[src/sv/tsfh_pkg.sv]
`default_nettype none
// ---------------------------------------------------------------------------
// tsfh_pkg
// Shared types and constants for the three-axis step follower with homing.
// ---------------------------------------------------------------------------
package tsfh_pkg;

  localparam int unsigned NumAxes  = 3;
  localparam int unsigned PosW     = 32;
  localparam int unsigned CfgW     = 31;
  localparam int unsigned CfgIdxW  = 3;

  localparam logic signed [PosW-1:0] PosReset  = 32'sd40960000; // 10000 mm in Q19.12
  localparam logic        [CfgW-1:0] StepReset = 31'd41;
  localparam logic        [CfgW-1:0] TolReset  = 31'd0;

  typedef enum logic [1:0] {
    OP_SET_TARGET = 2'd0,
    OP_MOVE       = 2'd1,
    OP_HOME       = 2'd2,
    OP_UNUSED     = 2'd3
  } op_e;

  typedef enum logic [CfgIdxW-1:0] {
    CFG_STEP_X = 3'd0,
    CFG_STEP_Y = 3'd1,
    CFG_STEP_Z = 3'd2,
    CFG_TOL_X  = 3'd3,
    CFG_TOL_Y  = 3'd4,
    CFG_TOL_Z  = 3'd5
  } cfg_idx_e;

  typedef struct packed {
    logic [1:0]             operation;
    logic signed [PosW-1:0] new_target_x;
    logic signed [PosW-1:0] new_target_y;
    logic signed [PosW-1:0] new_target_z;
    logic                   lim_x_min;
    logic                   lim_y_min;
    logic                   lim_z_min;
  } in_req_t;

  typedef struct packed {
    logic       step_x;
    logic       dir_x;
    logic       step_y;
    logic       dir_y;
    logic       step_z;
    logic       dir_z;
    logic [2:0] moving_flags;
    logic       home_done;
  } out_res_t;

  // per-axis control into the axis unit
  typedef struct packed {
    logic move;
    logic home;
    logic reached;
    logic lim;
    logic invert;
  } axis_ctrl_t;

  // per-axis decision out of the axis unit
  typedef struct packed {
    logic step;
    logic dir;
    logic reach;
  } axis_stat_t;

endpackage : tsfh_pkg
`default_nettype wire

[src/sv/tsfh_axis.sv]
`default_nettype none
// ---------------------------------------------------------------------------
// tsfh_axis
// One axis: deadband compare, saturating step add or subtract, homing step.
// ---------------------------------------------------------------------------
module tsfh_axis (
  input  wire  tsfh_pkg::axis_ctrl_t              ctrl_i,
  input  logic signed [tsfh_pkg::PosW-1:0]        pos_i,
  input  logic signed [tsfh_pkg::PosW-1:0]        goal_i,
  input  logic        [tsfh_pkg::CfgW-1:0]        step_size_i,
  input  logic        [tsfh_pkg::CfgW-1:0]        tolerance_i,
  output tsfh_pkg::axis_stat_t                    stat_o,
  output logic signed [tsfh_pkg::PosW-1:0]        pos_o
);
  import tsfh_pkg::*;

  localparam int unsigned WideW = PosW + 2;
  localparam logic signed [WideW-1:0] PosMax = WideW'(34'sh0_7FFF_FFFF);
  localparam logic signed [WideW-1:0] PosMin = -WideW'(34'sh0_8000_0000);

  logic signed [WideW-1:0] pos_w;
  logic signed [WideW-1:0] goal_w;
  logic signed [WideW-1:0] step_w;
  logic signed [WideW-1:0] tol_w;
  logic signed [WideW-1:0] lo_w;
  logic signed [WideW-1:0] hi_w;
  logic signed [WideW-1:0] sum_up;
  logic signed [WideW-1:0] sum_dn;
  logic signed [PosW-1:0]  sat_up;
  logic signed [PosW-1:0]  sat_dn;
  logic                    below;
  logic                    above;
  logic                    step;
  logic                    up;
  logic                    reach;

  // widen so bounds and sums never wrap
  assign pos_w  = WideW'(pos_i);
  assign goal_w = WideW'(goal_i);
  assign step_w = $signed({{(WideW-CfgW){1'b0}}, step_size_i});
  assign tol_w  = $signed({{(WideW-CfgW){1'b0}}, tolerance_i});
  assign lo_w   = goal_w - tol_w;
  assign hi_w   = goal_w + tol_w;
  assign below  = pos_w < lo_w;
  assign above  = pos_w > hi_w;

  // saturating step in either direction
  assign sum_up = pos_w + step_w;
  assign sum_dn = pos_w - step_w;
  assign sat_up = (sum_up > PosMax) ? PosMax[PosW-1:0] : sum_up[PosW-1:0];
  assign sat_dn = (sum_dn < PosMin) ? PosMin[PosW-1:0] : sum_dn[PosW-1:0];

  // step decision
  always_comb begin
    step  = 1'b0;
    up    = 1'b0;
    pos_o = pos_i;
    reach = 1'b0;
    if (ctrl_i.move) begin
      if (below) begin
        step  = 1'b1;
        up    = 1'b1;
        pos_o = sat_up;
      end else if (above) begin
        step  = 1'b1;
        pos_o = sat_dn;
      end
    end else if (ctrl_i.home && !ctrl_i.reached) begin
      if (ctrl_i.lim) begin
        reach = 1'b1;
      end else begin
        step  = 1'b1;
        pos_o = sat_dn;
      end
    end
  end

  // direction pin is low on an idle axis
  assign stat_o.step  = step;
  assign stat_o.dir   = step & (up ^ ctrl_i.invert);
  assign stat_o.reach = reach;

endmodule : tsfh_axis
`default_nettype wire

[src/sv/three_axis_step_follower_homing.sv]
`default_nettype none
// ---------------------------------------------------------------------------
// three_axis_step_follower_homing
// Three-axis bang-bang stepper follower with homing on the minimum switches.
// ---------------------------------------------------------------------------
// Every request (set target, move tick or homing tick) is handled in the
// cycle it is accepted: the deadband compare and saturating step of each
// axis run on the held positions, and the result lands in an output
// register. A skid register behind it lets one more request in while a
// result waits, so one request per cycle is sustained whenever results are
// taken. Step sizes and tolerances are written through the plain write port
// at indexes 0..5 (x, y, z step size, then x, y, z tolerance); other
// indexes are ignored. Positions reset to 10000 mm, goals to zero.
module three_axis_step_follower_homing (
  input  wire                               clk_i,
  input  wire                               rst_ni,
  input  wire                               cfg_we_i,
  input  wire  [tsfh_pkg::CfgIdxW-1:0]      cfg_index_i,
  input  wire  [tsfh_pkg::CfgW-1:0]         cfg_data_i,
  input  wire                               in_valid_i,
  output logic                              in_ready_o,
  input  wire  tsfh_pkg::in_req_t           in_req_i,
  output logic                              out_valid_o,
  input  wire                               out_ready_i,
  output tsfh_pkg::out_res_t                out_res_o
);
  import tsfh_pkg::*;

  logic signed [PosW-1:0] pos_q  [NumAxes];
  logic signed [PosW-1:0] pos_d  [NumAxes];
  logic signed [PosW-1:0] pos_nx [NumAxes];
  logic signed [PosW-1:0] goal_q [NumAxes];
  logic        [CfgW-1:0] step_q [NumAxes];
  logic        [CfgW-1:0] tol_q  [NumAxes];
  logic [NumAxes-1:0]     reached_q, reached_d;
  logic [NumAxes-1:0]     moving_q, moving_d;
  logic [NumAxes-1:0]     lim;
  logic [NumAxes-1:0]     step;
  logic [NumAxes-1:0]     dir;
  logic [NumAxes-1:0]     reach;
  logic [NumAxes-1:0]     reached_all;
  logic                   op_set, op_move, op_home;
  logic                   done;
  logic                   in_fire;
  logic                   out_free;
  out_res_t               res;
  out_res_t               out_q, skid_q;
  logic                   out_valid_q, skid_valid_q;
  axis_ctrl_t             ctrl  [NumAxes];
  axis_stat_t             stat  [NumAxes];

  assign in_fire  = in_valid_i && in_ready_o;
  assign out_free = !out_valid_q || out_ready_i;

  // operation decode
  always_comb begin
    op_set  = 1'b0;
    op_move = 1'b0;
    op_home = 1'b0;
    case (op_e'(in_req_i.operation))
      OP_SET_TARGET: op_set  = 1'b1;
      OP_MOVE:       op_move = 1'b1;
      OP_HOME:       op_home = 1'b1;
      default:       ;
    endcase
  end

  assign lim = {in_req_i.lim_z_min, in_req_i.lim_y_min, in_req_i.lim_x_min};

  // per-axis units, y has inverted direction polarity
  for (genvar a = 0; a < NumAxes; a++) begin : g_axis
    assign ctrl[a] = '{move:    op_move,
                       home:    op_home,
                       reached: reached_q[a],
                       lim:     lim[a],
                       invert:  (a == 1)};
    tsfh_axis u_axis (
      .ctrl_i      (ctrl[a]),
      .pos_i       (pos_q[a]),
      .goal_i      (goal_q[a]),
      .step_size_i (step_q[a]),
      .tolerance_i (tol_q[a]),
      .stat_o      (stat[a]),
      .pos_o       (pos_nx[a])
    );
    assign step[a]  = stat[a].step;
    assign dir[a]   = stat[a].dir;
    assign reach[a] = stat[a].reach;
  end

  // homing completion and state next values
  assign reached_all = reached_q | reach;
  assign done        = op_home && (reached_all == {NumAxes{1'b1}});

  always_comb begin
    for (int a = 0; a < NumAxes; a++) begin
      pos_d[a] = done ? '0 : pos_nx[a];
    end
    reached_d = reached_q;
    if (op_home) begin
      reached_d = done ? '0 : reached_all;
    end
    moving_d = op_move ? step : moving_q;
  end

  // result of the request in flight
  always_comb begin
    res.step_x       = step[0];
    res.dir_x        = dir[0];
    res.step_y       = step[1];
    res.dir_y        = dir[1];
    res.step_z       = step[2];
    res.dir_z        = dir[2];
    res.moving_flags = moving_d;
    res.home_done    = done;
  end

  // axis state
  always_ff @(posedge clk_i or negedge rst_ni) begin
    if (!rst_ni) begin
      for (int a = 0; a < NumAxes; a++) begin
        pos_q[a]  <= PosReset;
        goal_q[a] <= '0;
      end
      reached_q <= '0;
      moving_q  <= '0;
    end else if (in_fire) begin
      if (op_set) begin
        goal_q[0] <= in_req_i.new_target_x;
        goal_q[1] <= in_req_i.new_target_y;
        goal_q[2] <= in_req_i.new_target_z;
      end
      for (int a = 0; a < NumAxes; a++) begin
        pos_q[a] <= pos_d[a];
      end
      reached_q <= reached_d;
      moving_q  <= moving_d;
    end
  end

  // configuration registers
  always_ff @(posedge clk_i or negedge rst_ni) begin
    if (!rst_ni) begin
      for (int a = 0; a < NumAxes; a++) begin
        step_q[a] <= StepReset;
        tol_q[a]  <= TolReset;
      end
    end else if (cfg_we_i) begin
      case (cfg_idx_e'(cfg_index_i))
        CFG_STEP_X: step_q[0] <= cfg_data_i;
        CFG_STEP_Y: step_q[1] <= cfg_data_i;
        CFG_STEP_Z: step_q[2] <= cfg_data_i;
        CFG_TOL_X:  tol_q[0]  <= cfg_data_i;
        CFG_TOL_Y:  tol_q[1]  <= cfg_data_i;
        CFG_TOL_Z:  tol_q[2]  <= cfg_data_i;
        default:    ;
      endcase
    end
  end

  // output register with skid stage
  always_ff @(posedge clk_i or negedge rst_ni) begin
    if (!rst_ni) begin
      out_valid_q  <= 1'b0;
      skid_valid_q <= 1'b0;
    end else if (out_free) begin
      if (skid_valid_q) begin
        out_valid_q  <= 1'b1;
        skid_valid_q <= 1'b0;
      end else begin
        out_valid_q <= in_fire;
      end
    end else if (in_fire) begin
      skid_valid_q <= 1'b1;
    end
  end

  always_ff @(posedge clk_i) begin
    if (out_free) begin
      out_q <= skid_valid_q ? skid_q : res;
    end else if (in_fire) begin
      skid_q <= res;
    end
  end

  assign in_ready_o  = !skid_valid_q;
  assign out_valid_o = out_valid_q;
  assign out_res_o   = out_q;

  // checks
  a_skid_behind_out : assert property (@(posedge clk_i) disable iff (!rst_ni)
    skid_valid_q |-> out_valid_q)
    else $error("skid holds a result while output register is empty");

  a_result_held : assert property (@(posedge clk_i) disable iff (!rst_ni)
    (out_valid_q && !out_ready_i) |=> (out_valid_q && $stable(out_q)))
    else $error("pending result lost or changed");

  a_reached_cleared : assert property (@(posedge clk_i) disable iff (!rst_ni)
    reached_q != {NumAxes{1'b1}})
    else $error("all axes reached without homing completing");

  a_done_no_step : assert property (@(posedge clk_i) disable iff (!rst_ni)
    (out_valid_q && out_q.home_done) |-> !(out_q.step_x || out_q.step_y || out_q.step_z))
    else $error("homing reported done while an axis steps");

endmodule : three_axis_step_follower_homing
`default_nettype wire
[config.mk]
export PLATFORM = sky130hd
export DESIGN_NAME = three_axis_step_follower_homing
export DESIGN_NICKNAME = d
export VERILOG_FILES = /design/src/sv/tsfh_pkg.sv /design/src/sv/tsfh_axis.sv /design/src/sv/three_axis_step_follower_homing.sv
export SDC_FILE = /design/constraint.sdc
export NUM_CORES = 2
export LEC_CHECK = 0
export BUFFER_PORTS_ARGS = -buffer_cell sky130_fd_sc_hd__buf_2
export CAP_MARGIN = 20
export CORE_MARGIN = 1.5
export CORE_UTILIZATION = 61
export CTS_CLUSTER_DIAMETER = 150
export DETAILED_ROUTE_END_ITERATION = 8
export PLACE_DENSITY = 0.81
export SYNTH_ARGS = -nofsm -noshare
export SYNTH_HDL_FRONTEND = slang
export SYNTH_HIERARCHICAL = 1
export SYNTH_SLANG_ARGS = --single-unit
[constraint.sdc]
create_clock -name clk_i -period 6.8 [get_ports clk_i]
set_input_delay 0.68 -clock clk_i [delete_from_list [all_inputs] [get_ports clk_i]]
set_output_delay 0.68 -clock clk_i [all_outputs]
set_load 0.005 [all_outputs]
==> qor.csv <==
metric,value,unit
status,"finished, final reports clean",
Clock H-tree levels,2,
unrepaired setup endpoints after global routing,false,
clk sinks,406,
die height,269,um
largest net degree at the start of global routing,147,
Rel. slew slack,22.8,%
layout cells sized above 1,13.1,%
Synth Register Bits,406,
register area share after synthesis,23.9,%
Yosys cell types,121,
Placer Congestion,1.02,
num rows,97,
Iteration-0 DRC Markers,4138,
Synth warnings,6,
Max Root-Sink Buffers,3,
die width,269,um
Clock Latency Late Sink,0.62,ns
Worst Tran Pin Value,1.15,ns
PwrDens,503,mW/mm2
worst vdd ir,0.000262,V
max frequency,0.154,GHz
crit end category,flop,
cells after synthesis,5142,
final WL,138000,um
grt total ovfl,0,
setup TNS,0,ns
global-route wire length before repair,212000,um
Crit path arrival time,6.86,ns
TritonCTS clock tree,done,
R2R depth,26,
HP Class,primary input to asynchronous set/reset pin,
Wirelength per Cell,22.6,um
WP buf/inv,3,
mapped cell area,0.0430,mm2
layout overhead on the synthesized area,6.42,%
Setup CP Type,flop to flop,
Top Family by Delay on Critical Path,compound AO/OA/AOI/OAI gates,
Worst Slack Setup Final,0.306,ns
Setup Skew,0.0251,ns
Post-synth EDFFs,20,
Inserted Clock Buffers,49,
clk root buf,clkbuf_16,
"Net count, final",5843,
cell taking the most area after synthesis,dfrtp_1,
total number of vias,39464,
max-cap violations,0,
DRC,0,
pre-CTS setup slack,0.320,ns
Buffers on Ports,151,
Worst path depth,26,
initial antenna violation count,16,
Fin. Hold Viols,0,
Vias/cell,6.46,
fin. max-slew vios,0,
Worst-path clk slew,0.06,ns
Post-synth ARST share,95.1,%
Starting Density,61.6,%
Area contributors post-synth,"dfrtp_1 (21%), ha_1 (16%), mux2_2 (6.6%), a21oi_1 (5.3%), xnor2_1 (4.9%)",
Synth Flop Type,dfrtp_1,
Setup Viol. Count Final,0,
Final HPWL DP,102000,um
Routed Antenna Nets,0,
leakage,20.9,nW
crit share post-route,95.5,%
vias in the first global route,37074,
CP Launch Type,flop,
Worst EP required,7.16,ns
DRT Pass-1 Iters,6,
Tmin final,6.49,ns
Worst path slowest cell,a2111oi_1,
most common cell in the netlist,ha_1,
core footprint,0.0699,mm2
Worst Path Max Fanout,9,
Post-synth top cells,"ha_1 (567), a21oi_1 (453), nand2_1 (447), inv_1 (391), dfrtp_1 (362)",
io pins,152,
highest cell delay on the worst timing path,0.45,ns
Total GRT Usage,37.5,%
"Avg Cell Area, Syn",8.37,um2
die area,0.0722,mm2
share of the synthesized area in the top cell type,21.0,%
[layout by cell type, fill, tap and decap left out, types with 150 or more instances in the layout]
cell     count
ha_1       564
a21oi_1    452
nand2_1    445
inv_1      391
dfrtp_1    362
nor2_1     360
o21ai_0    316
mux2_2     251
xnor2_1    243
buf_2      150
[metrics by stage]
| stage | hold WS [ns] | instance area [um2] | total power, W | util, % | instances |
|---|---|---|---|---|---|
| 6_report | 0.0899 | 45800 | 0.0231 | 65.5 | 6107 |
| 5_1_grt | 0.160 | 45800 | 0.0248 | 65.5 | 6105 |
| 4_1_cts | 0.112 | 45800 | 0.0226 | 65.5 | 6102 |
| 3_5_place_dp | 0.494 | 44100 | 0.0197 | 63.1 | 6012 |
| 3_3_place_gp | 0.488 | 44100 | 0.0195 | 63.1 | 6012 |
| 2_1_floorplan | 0.384 | 43100 | 0.0158 | - | 5143 |
[where the power goes]
group	switching [W]	internal [W]	total (W)
clock	0.00116	0.00159	0.00275
sequential	0.00111	0.00311	0.00422
combinational	0.00973	0.00637	0.0161
total	0.0120	0.0111	0.0231
[worst register-to-register path, stage by stage, from the launching register on]
cell and delay (ns):
dfrtp_1 0.39, ha_1 0.24, fa_1 0.40, nor2b_1 0.17, o221ai_1 0.25, a21oi_1 0.22, a2111oi_1 0.45, buf_4 0.18
o31a_1 0.26, o21ai_0 0.16, a221o_1 0.37, a211o_1 0.33, a21oi_1 0.12, o21ai_0 0.11, xor2_1 0.16, ha_1 0.30
nand4_1 0.11, nor2_1 0.18, nand4_1 0.13, nor4_1 0.34, nor3_1 0.10, o21ai_2 0.12, buf_4 0.22, a21o_1 0.27
inv_1 0.12, mux2_2 0.29, mux2_2 0.26
[sequential cells by signal, indices dropped and copies added, names as in the netlist]
| signal | flops |
|---|---|
| skid_q | 10 |
| pos_q | 96 |
| out_valid_o | 1 |
| step_q | 93 |
| reached_q | 3 |
| moving_q | 3 |
| goal_q | 96 |
| out_res_o | 10 |
| tol_q | 93 |
| skid_valid_q | 1 |
[kinds of logic (layout without fill, tap and decap cells)]
group | Yosys count | count (layout) | synth area share [%]
other | 2 | 7 | 0.0174
adders and majority gates | 579 | 579 | 17.0
DFF | 406 | 406 | 23.9
buffers and inverters | 656 | 676 | 6.39
xor gates and xnor gates | 303 | 303 | 6.18
AOI/OAI and AO/OA | 1512 | 1512 | 23.2
and+or+nand+nor | 1384 | 1384 | 15.5
muxes | 300 | 300 | 7.84
[per-layer routing]
layer / wire length, um / GRT usage [%] / up-vias
li1: - / - / 18390
met1: 58000 / 51.3 / 18853
met2: 58600 / 56.3 / 1872
met3: 13700 / 7.45 / 335
met4: 7430 / 19.0 / 14
met5: 101 / 0 / -
[final timing paths]
check,end,start,slack [ns]
min in group clk_i,goal_q[62],in_req_i[65],0.27
hold / removal,goal_q[6],rst_ni,0.09
setup / recovery,out_res_o[1],goal_q[64],0.31
max in group asynchronous,skid_valid_q,rst_ni,5.31
setup reg to reg,out_res_o[1],goal_q[64],0.31
hold reg to reg,moving_q[0],moving_q[0],0.51
[timing repair]
item                       CTS  global route
setup endpoints to repair    0            29
hold buffers                 0             0
setup buffers                0             0
resized for setup            0            14
[layout make-up]
type / instances / area [um2]
diodes: 4 / 10.0
clock buffers: 68 / 1400
clock inverters: 22 / 251
fillers: 5984 / 24100
inverters: 394 / 1480
multi-input cells: 4081 / 30100
flip-flops and latches: 406 / 10300
well taps: 940 / 1180
repair buffers: 192 / 1110
Note: power is estimated with default switching activity, not from simulation.
